$ cat config.mk
export PLATFORM = sky130hd
export DESIGN_NAME = wabs_ctrl
export DESIGN_NICKNAME = d
export VERILOG_FILES = /design/src/hw/rtl/wabs_pkg.sv /design/src/hw/rtl/wabs_ctrl.sv
export SDC_FILE = /design/constraint.sdc
export NUM_CORES = 1
export LEC_CHECK = 0
export BUFFER_PORTS_ARGS = -buffer_cell sky130_fd_sc_hd__buf_4
export CORE_AREA = 2 2 39 41
export DETAILED_ROUTE_END_ITERATION = 10
export DIE_AREA = 0 0 41 43
export PLACE_DENSITY_LB_ADDON = 0.2
export RECOVER_POWER = 25
export SLEW_MARGIN = 0
export SYNTH_ARGS = -nofsm -noshare
export SYNTH_HDL_FRONTEND = slang
export SYNTH_SLANG_ARGS = --single-unit
$ cat constraint.sdc
create_clock -name clk -period 1.5 [get_ports clk]
set_input_delay 0.075 -clock clk [delete_from_list [all_inputs] [get_ports clk]]
set_output_delay 0.075 -clock clk [all_outputs]
set_load 0.05 [all_outputs]
$ cat src/hw/rtl/wabs_pkg.sv
package wabs_pkg;

  // Field and register widths.
  localparam int SAMPLE_W   = 16;
  localparam int GAIN_W     = 17;
  localparam int GAIN_FRAC  = 16;
  localparam int WLEN_W     = 11;
  localparam int CFG_IDX_W  = 2;
  localparam int CFG_DATA_W = 17;

  // Default sizing of the window.
  localparam int WINDOW_MAX_DEF = 1024;
  localparam int MIN_FILL_DEF   = 5;

  // Configuration register indexes.
  localparam logic [CFG_IDX_W-1:0] CFG_ALPHA_GAIN    = 2'd0;
  localparam logic [CFG_IDX_W-1:0] CFG_BETA_GAIN     = 2'd1;
  localparam logic [CFG_IDX_W-1:0] CFG_WINDOW_LENGTH = 2'd2;

  // Register reset values.
  localparam logic [GAIN_W-1:0] ALPHA_RST = 17'd32768;
  localparam logic [GAIN_W-1:0] BETA_RST  = 17'd0;
  localparam logic [WLEN_W-1:0] WLEN_RST  = 11'd1024;

  // Commands from the controller to the datapath.
  typedef struct packed {
    logic load;      // store the accepted sample and update window bookkeeping
    logic issue;     // read the next window entry into the filter pipeline
    logic first;     // the entry being read is the oldest of the window
    logic out_load;  // load the output register
    logic commit;    // the filter ran: take its final value as the held result
  } cmd_t;

  // Status from the datapath to the controller.
  typedef struct packed {
    logic fill_ok;   // window holds enough samples to filter
    logic last;      // the read being issued is the newest entry
    logic done;      // the newest entry has passed through the filter
  } stat_t;

endpackage

$ cat src/hw/rtl/wabs_ctrl.sv
module wabs_ctrl (
  input  logic            clk,
  input  logic            rst_n,
  input  logic            in_valid,
  output logic            in_stall,
  output logic            out_valid,
  input  logic            out_stall,
  output logic            filter_ran,
  output wabs_pkg::cmd_t  cmd,
  input  wabs_pkg::stat_t stat
);
  import wabs_pkg::*;

  typedef enum logic [2:0] {
    ST_IDLE,
    ST_CHECK,
    ST_RUN,
    ST_DRAIN,
    ST_FINISH
  } state_t;

  state_t state_r, state_nxt;
  logic   first_r, first_nxt;
  logic   ran_r, ran_nxt;
  logic   out_valid_r, out_valid_nxt;
  logic   out_ran_r, out_ran_nxt;
  logic   can_load;

  // The output register can take a new result when empty or being emptied.
  assign can_load = !out_valid_r || !out_stall;

  // Next state and commands.
  always_comb begin
    state_nxt     = state_r;
    first_nxt     = first_r;
    ran_nxt       = ran_r;
    out_ran_nxt   = out_ran_r;
    out_valid_nxt = out_valid_r && out_stall;
    cmd           = '0;
    case (state_r)
      ST_IDLE: begin
        if (in_valid) begin
          cmd.load  = 1'b1;
          state_nxt = ST_CHECK;
        end
      end
      ST_CHECK: begin
        if (stat.fill_ok) begin
          first_nxt = 1'b1;
          ran_nxt   = 1'b1;
          state_nxt = ST_RUN;
        end else begin
          ran_nxt   = 1'b0;
          state_nxt = ST_FINISH;
        end
      end
      ST_RUN: begin
        cmd.issue = 1'b1;
        cmd.first = first_r;
        first_nxt = 1'b0;
        if (stat.last) begin
          state_nxt = ST_DRAIN;
        end
      end
      ST_DRAIN: begin
        if (stat.done) begin
          state_nxt = ST_FINISH;
        end
      end
      ST_FINISH: begin
        if (can_load) begin
          cmd.out_load  = 1'b1;
          cmd.commit    = ran_r;
          out_valid_nxt = 1'b1;
          out_ran_nxt   = ran_r;
          state_nxt     = ST_IDLE;
        end
      end
      default: begin
        state_nxt = ST_IDLE;
      end
    endcase
  end

  // State and registered outputs.
  always_ff @(posedge clk) begin
    if (!rst_n) begin
      state_r     <= ST_IDLE;
      first_r     <= 1'b0;
      ran_r       <= 1'b0;
      out_valid_r <= 1'b0;
      out_ran_r   <= 1'b0;
    end else begin
      state_r     <= state_nxt;
      first_r     <= first_nxt;
      ran_r       <= ran_nxt;
      out_valid_r <= out_valid_nxt;
      out_ran_r   <= out_ran_nxt;
    end
  end

  // No sample is taken while reset is held.
  assign in_stall   = (state_r != ST_IDLE) || !rst_n;
  assign out_valid  = out_valid_r;
  assign filter_ran = out_ran_r;

endmodule

==> parameters.txt, run 1 <==
Parameter                              Value

Placed design
  Detailed placement HPWL ... 574 um
  Worst slack, placed ... 133.3 ps
  Placed Cells ... 72
  Buffers on Ports ... 14
  Gp weighted congestion ... 0.7470

Timing
  Setup violations, final ... 0
  Hold slack final ... 83.80 ps
  Number of hold-slack violations in the final timing report ... 0
  Slew headroom ... 60.81%
  Worst Max-Slew Pin Slew ... 590.3 ps
  Setup repair after global routing missed its margin ... true
  Setup ws final ... 4.011 ps
  Number of pins exceeding their max-slew limit in the final report ... 0
  Upper clock frequency limit ... 668.5 MHz
  Time the worst path needs with I/O delays and setup ... 1496 ps
  Share of the cycle needed by the critical path after routing ... 99.73%
  Max Clock Skew ... 2.353 ps

Synthesis
  Post-synthesis cell type count ... 21
  Cell Area, Synth ... 365.4 sq um
  Yosys synthesis warning count ... 0
  Avg Inst Size Synth ... 8.699 sq um
  Synthesized netlist net count ... 49
  Flip-flop and latch count after synthesis ... 7
  Sequential fraction of the synthesis area ... 38.36%
  Synthesized instance count ... 42

Floorplan
  Placeable core area ... 1384 sq um
  IO Count ... 15
  Initial Utilization ... 26.40%
  Die Wd ... 41 um
  Die height ... 43 um
  Overall die area ... 1763 sq um
  Core Rows ... 14

Worst setup path
  Depth of the most critical reg-to-reg path ... 5
  Setup slack of the most critical reg-to-reg path ... 190 ps
  Crit path arrival time ... 1420 ps
  Nature of the critical path endpoint ... output pin
  Critical Path Source Type ... flip-flop
  Cell with the largest stage delay on the worst path ... sky130_fd_sc_hd__or3b_4
  Highest fanout seen on the critical path ... 3
  Critical setup path kind ... reg2out
  CP cell instances ... or3b_4 > a21oi_4 > and2_4 > buf_8
  Crit path required time ... 1420 ps
  Maximum single-stage delay on the critical path ... 390 ps

Clock tree
  CTS tree ... yes
  Total number of H-tree levels ... 1
  Hold-fix buffer count after cts ... 0
  Clock latency on the worst-skew pair ... 250 ps
  Buffer levels on the longest clock path ... 2
  Clock-pin slew on the worst setup and hold paths ... 50 ps
  Total number of clock tree sinks ... 7
  Cell at the root of the clock tree ... sky130_fd_sc_hd__clkbuf_4
  Number of buffers created by CTS ... 3

Global route
  Global route total overflow ... 0
  Antenna violations before repair ... 0
  Pin count of the biggest net entering global routing ... 11
  Wire length of the first global-routing pass ... 1283 um
  Number of global-route vias before repair ... 329
  Overall track demand over capacity in global routing ... 11.20%

Drt
  Final ANT Viol Nets ... 0
  DRC violation count after routing ... 0
  Via count ... 357
  WL per Instance ... 9.759 um
  Number of DRC markers after the initial detailed-route iteration ... 3
  Total length of routed wires ... 771 um
  Detailed Routing Iterations Pass 1 ... 4
  Ratio of routed vias to standard cells ... 4.519

Cells and area
  Share of cells above drive strength 1 ... 44.44%
  Number of antenna repair diodes ... 0
  P&R area growth vs syn ... 57.88%
  Number of cells in the finished layout apart from fillers ... 79
  Final nets ... 71
  Layout Utilization ... 41.68%

Power and ir drop
  Clk pwr share ... 34.5%
  Switching share of power ... 29.21%
  Post-layout power ... 496.4 uW
  Leakage ... 0.2431 nW
  VDD IR max ... 0.3321 mV
  Net switching power of the design ... 145.0 uW
  Share of power burned in combinational logic ... 25.5%
  Fraction of power consumed by sequential logic ... 39.9%
  Internal Power ... 351.4 uW
  Power density over the cells ... 860.6 nW/um^2

Run
  Max capacitance violation total ... 0

Worst hold path
  Min-Delay Path Depth ... 3
  Type of the most critical hold path ... in2reg

Outcome
  Status ... finished, final reports clean
[per-layer routing]
layer / wire [um] / up-vias / part of all wire, % / track usage (%)
li1: - / 189 / - / -
met1: 348 / 160 / 45 / 12.75
met2: 372 / 8 / 48 / 15.94
met3: 50 / 0 / 6.5 / 4.712
met4: 0 / 0 / 0 / 8.000
met5: 0 / - / 0 / 0
[stage by stage]
step	cell area [sq um]	TNS, ps
after floorplan	390.4	-60.97
after global placement	520.5	0
after detailed placement	520.5	0
after CTS	576.8	-26.31
after global routing	576.8	-89.20
final	576.8	0
[path summary, 6_finish.rpt]
| path | from | to |
|---|---|---|
| worst max-delay path | state_r[2] | cmd[0] |
| worst min-delay path | stat[2] | ran_r |
| worst max register to register | state_r[2] | filter_ran |
| worst min register to register | filter_ran | filter_ran |
[synth_stat cells]
cell type / instances / area (sq um)
sky130_fd_sc_hd__a21oi_1: 3 / 15.01
sky130_fd_sc_hd__a21oi_4: 1 / 16.27
sky130_fd_sc_hd__and2_1: 2 / 12.51
sky130_fd_sc_hd__and3_1: 1 / 6.260
sky130_fd_sc_hd__and3b_1: 1 / 8.760
sky130_fd_sc_hd__buf_2: 2 / 10.01
sky130_fd_sc_hd__dfxtp_1: 7 / 140.1
sky130_fd_sc_hd__inv_1: 2 / 7.510
sky130_fd_sc_hd__mux2i_1: 3 / 30.03
sky130_fd_sc_hd__nand2_1: 5 / 18.77
sky130_fd_sc_hd__nand2b_1: 1 / 6.260
sky130_fd_sc_hd__nor2_1: 2 / 7.510
sky130_fd_sc_hd__nor2b_1: 2 / 12.51
sky130_fd_sc_hd__nor3_1: 2 / 10.01
sky130_fd_sc_hd__nor3b_1: 2 / 15.01
sky130_fd_sc_hd__nor4b_1: 1 / 8.760
sky130_fd_sc_hd__o21ai_0: 1 / 5.000
sky130_fd_sc_hd__o22ai_1: 1 / 6.260
sky130_fd_sc_hd__o32a_1: 1 / 10.01
sky130_fd_sc_hd__or3b_4: 1 / 11.26
sky130_fd_sc_hd__or4_1: 1 / 7.510
[state kept, by name, indices dropped and copies added, names as in the netlist]
name and cells:
state_r 3, ran_r 1, out_valid 1, filter_ran 1
first_r 1
[power groups by stage]
| stage | registers (mW) | clock network (mW) | logic, mW |
|---|---|---|---|
| detailed placement | 0.204 | 0 | 0.117 |
| CTS | 0.198 | 0.181 | 0.127 |
| global route | 0.199 | 0.195 | 0.137 |
| finish | 0.198 | 0.171 | 0.127 |
| global placement | 0.204 | 0 | 0.118 |
| floorplan | 0.205 | 0 | 0.0770 |
[area by class of cell]
cell class              instances  area, sq um
repair buffers                 19        146.4
well taps                      16        20.02
multi-input cells              31        232.7
fillers                       145        807.0
flip-flops and latches          7        143.9
inverters                       2        7.507
clock buffers                   4        26.28
[logic make-up after synthesis]
logic type | synth area share [%]
AOI/OAI and AO/OA | 14.38
buffers and inverters | 4.795
DFF | 38.35
muxes | 8.220
and+or+nand+nor | 34.25
[cell usage in the layout, fill, tap and decap left out, types with 2 or more instances in the layout]
| master | Yosys | routed |
|---|---|---|
| sky130_fd_sc_hd__mux2i_1 | 3 | 3 |
| sky130_fd_sc_hd__nor2_1 | 2 | 2 |
| sky130_fd_sc_hd__nor3_1 | 2 | 2 |
| sky130_fd_sc_hd__nor2b_1 | 2 | 2 |
| sky130_fd_sc_hd__clkbuf_1 | 0 | 3 |
| sky130_fd_sc_hd__buf_4 | 0 | 15 |
| sky130_fd_sc_hd__dfxtp_1 | 7 | 6 |
| sky130_fd_sc_hd__nand2_1 | 5 | 5 |
| sky130_fd_sc_hd__clkbuf_4 | 0 | 3 |
| sky130_fd_sc_hd__a21oi_1 | 3 | 3 |
| sky130_fd_sc_hd__inv_1 | 2 | 2 |
[what timing repair did]
| item | 4_1_cts | 5_1_grt |
|---|---|---|
| gates resized for setup | 4 | 0 |
| setup endpoints to repair | 3 | 2 |
| buffers inserted | 2 | 1 |
[worst max-delay path: cells and delay by family (launching register included)]
kind / cells / cell delay, ps
and+or+nand+nor: 2 / 550
DFF: 1 / 340
AOI/OAI and AO/OA: 1 / 140
buffers and inverters: 1 / 130
Note: power is estimated with default switching activity, not from simulation.
==> run 2: changes to the inputs <==
--- a/config.mk
+++ b/config.mk
@@ -11,6 +11,7 @@
 export DIE_AREA = 0 0 41 43
 export PLACE_DENSITY_LB_ADDON = 0.2
 export RECOVER_POWER = 25
+export SETUP_SLACK_MARGIN = 0.3
 export SLEW_MARGIN = 0
 export SYNTH_ARGS = -nofsm -noshare
 export SYNTH_HDL_FRONTEND = slang
==> parameters.txt, run 2 (synthesis gave the netlist of run 1 again) <==
Parameter                              Value

Outcome
  Status ... finished, final reports clean (unchanged)

Worst setup path
  Critical Path Source Type ... flip-flop (unchanged)
  Crit path buf inv count ... 1 (unchanged)
  Cell family contributing the most delay on the critical path ... simple AND/OR/NAND/NOR gates (unchanged)
  Startpoint of the worst-slack reg-to-reg timing path ... state_r[0] (was state_r[2])
  Cell with the largest stage delay on the worst path ... sky130_fd_sc_hd__or3b_4 (unchanged)
  Depth of the most critical reg-to-reg path ... 5 (unchanged)
  Capture instance of the worst register-to-register path ... filter_ran (unchanged)
  Critical setup path kind ... reg2out (unchanged)
  Nature of the critical path endpoint ... output pin (unchanged)
  Instance count on the critical path ... 4 (unchanged)
  Last element of the critical path ... cmd[0] (unchanged)
  CP cell instances ... or3b_4 > a21oi_4 > and2_4 > buf_8 (unchanged)
  Crit path required time ... 1420 ps (about the same)
  Maximum single-stage delay on the critical path ... 410 ps (was 390 ps)
  Setup slack of the most critical reg-to-reg path ... 150 ps (was 190 ps)
  Crit path arrival time ... 1420 ps (about the same)
  Highest fanout seen on the critical path ... 2 (was 3)
  Critical path startpoint ... state_r[0] (was state_r[2])

Global route
  Number of global-route vias before repair ... 392 (was 329)
  Wire length of the first global-routing pass ... 1711 um (was 1283 um)
  Antenna violations before repair ... 0 (unchanged)
  Pin count of the biggest net entering global routing ... 11 (unchanged)
  Overall track demand over capacity in global routing ... 14.99% (was 11.20%)
  Global route total overflow ... 0 (unchanged)

Drt
  Ratio of routed vias to standard cells ... 4.690 (was 4.519)
  Final ANT Viol Nets ... 0 (unchanged)
  Total length of routed wires ... 1046 um (was 771 um)
  Via count ... 408 (was 357)
  Number of DRC markers after the initial detailed-route iteration ... 7 (was 3)
  WL per Instance ... 12.02 um (was 9.759 um)
  Detailed Routing Iterations Pass 1 ... 3 (was 4)
  DRC violation count after routing ... 0 (unchanged)

Clock tree
  Clock-pin slew on the worst setup and hold paths ... 60 ps (was 50 ps)
  Number of buffers created by CTS ... 3 (unchanged)
  Clock latency on the worst-skew pair ... 260 ps (was 250 ps)
  Buffer levels on the longest clock path ... 2 (unchanged)
  Total number of H-tree levels ... 1 (unchanged)
  Total number of clock tree sinks ... 7 (unchanged)
  CTS tree ... yes (unchanged)
  Cell at the root of the clock tree ... sky130_fd_sc_hd__clkbuf_4 (unchanged)

Timing
  Setup violations, final ... 0 (unchanged)
  Setup repair after global routing missed its margin ... true (unchanged)
  Upper clock frequency limit ... 668.0 MHz (was 668.5 MHz)
  Number of hold-slack violations in the final timing report ... 0 (unchanged)
  Slew headroom ... 60.70% (was 60.81%)
  Number of pins exceeding their max-slew limit in the final report ... 0 (unchanged)
  Worst Max-Slew Pin Slew ... 592.0 ps (was 590.3 ps)
  Share of the cycle needed by the critical path after routing ... 99.79% (was 99.73%)
  Setup TNS Final ... 0 ps (unchanged)
  Max Clock Skew ... 12.14 ps (was 2.353 ps)
  Time the worst path needs with I/O delays and setup ... 1497 ps (was 1496 ps)

Placed design
  Placed Cells ... 72 (unchanged)
  Buffers on Ports ... 14 (unchanged)
  DP Area ... 520.5 sq um (unchanged)
  Gp weighted congestion ... 0.7420 (was 0.7470)
  Detailed placement HPWL ... 628.8 um (was 574 um)

Cells and area
  Layout Utilization ... 52.62% (was 41.68%)
  Flip-flop count of the largest register after layout ... 3 (unchanged)
  Number of cells in the finished layout apart from fillers ... 87 (was 79)
  Number of fillers in the final layout ... 136 (was 145)
  Final nets ... 79 (was 71)
  Commonest non-fill, non-tap cell in the layout ... sky130_fd_sc_hd__buf_4 (unchanged)
  P&R area growth vs syn ... 99.32% (was 57.88%)
  Share of cells above drive strength 1 ... 60.56% (was 44.44%)
  Commonest non-fill, non-tap cells in the layout ... sky130_fd_sc_hd__buf_4, sky130_fd_sc_hd__buf_6, sky130_fd_sc_hd__nand2_1, sky130_fd_sc_hd__buf_8, sky130_fd_sc_hd__dfxtp_1 (was sky130_fd_sc_hd__buf_4, sky130_fd_sc_hd__dfxtp_1, sky130_fd_sc_hd__nand2_1)
  Top reg by flops ... state_r (unchanged)
  Register area ... 146.4 sq um (was 143.9 sq um)
  Post-route standard cell area excluding fillers ... 728.2 sq um (was 576.8 sq um)
  Area used by multi-input combinational logic ... 261.5 sq um (was 232.7 sq um)
  Number of antenna repair diodes ... 0 (unchanged)

Floorplan
  Die height ... 43 um (unchanged)
  Die Wd ... 41 um (unchanged)
  Placeable core area ... 1384 sq um (unchanged)
  IO Count ... 15 (unchanged)
  Initial Utilization ... 26.40% (unchanged)
  Overall die area ... 1763 sq um (unchanged)
  Core Rows ... 14 (unchanged)

Worst hold path
  Type of the most critical hold path ... in2reg (unchanged)

Run
  Max capacitance violation total ... 0 (unchanged)

Power and ir drop
  Leakage ... 0.3143 nW (was 0.2431 nW)
  Power density over the cells ... 754.0 nW/um^2 (was 860.6 nW/um^2)
  Post-layout power ... 549.1 uW (was 496.4 uW)
  VDD IR max ... 0.5020 mV (was 0.3321 mV)
## run 2: changes by cell type in the layout (fill, tap and decap cells not counted), sizes merged
cell,change
clkbuf,-1
buf,+9
## run 2: power breakdown
group / switching (mW) / internal [mW] / total (mW)
logic: 0.0843 / 0.0890 / 0.173
clock network: 0.0736 / 0.102 / 0.175
registers: 0.00627 / 0.194 / 0.200
total: 0.164 / 0.385 / 0.549
## run 2: repair_timing
| item | in CTS | in global routing |
|---|---|---|
| resized for setup | 19 | 9 |
| pin swaps | 4 | 7 |
| endpoints found under the setup margin | 7 | 12 |
| setup buffers | 7 | 4 |
| hold buffers | 0 | 0 |
| cloned | 0 | 0 |
## run 2: layer usage
metal	vias to the layer above	wire (um)	GRT usage [%]
met2	8	579	22.19
met1	194	416	18.45
met5	-	0	0
met3	0	50	9.424
met4	0	0	2.000
li1	206	-	-
## run 2: worst reg2reg max path, delay by kind of cell (launching register included)
kind	cells	cell delay (ps)
mux	1	160
buf+inv	2	240
flops	1	330
simple gates	1	410
compound gates	1	130
## run 2: worst min path at each step
stage / start / to / slack, ps / cells past startpoint
finish: stat[2] / ran_r / 90 / 3
global route: stat[2] / ran_r / 100 / 3
CTS: stat[2] / ran_r / 80 / 3
detailed placement: stat[2] / ran_r / 350 / 3
global placement: stat[2] / ran_r / 340 / 3
floorplan: rst_n / first_r / 220 / 2
## run 2: cell type report
class / count / share of cell area (%)
Clock buffer: 4 / 3.608
Inverter: 2 / 1.031
Multi-Input combinational cell: 31 / 35.91
Sequential cell: 7 / 20.10
Tap cell: 16 / 2.749
Timing Repair Buffer: 27 / 36.60
## run 2: stage by stage
step           worst slack [ps]  hold slack (ps)
2_1_floorplan            -27.35            216.0
3_3_place_gp              158.3            343.0
3_5_place_dp              147.2            347.2
4_1_cts                   5.643            84.83
5_1_grt                  -33.20            101.7
6_report                  3.095            86.08
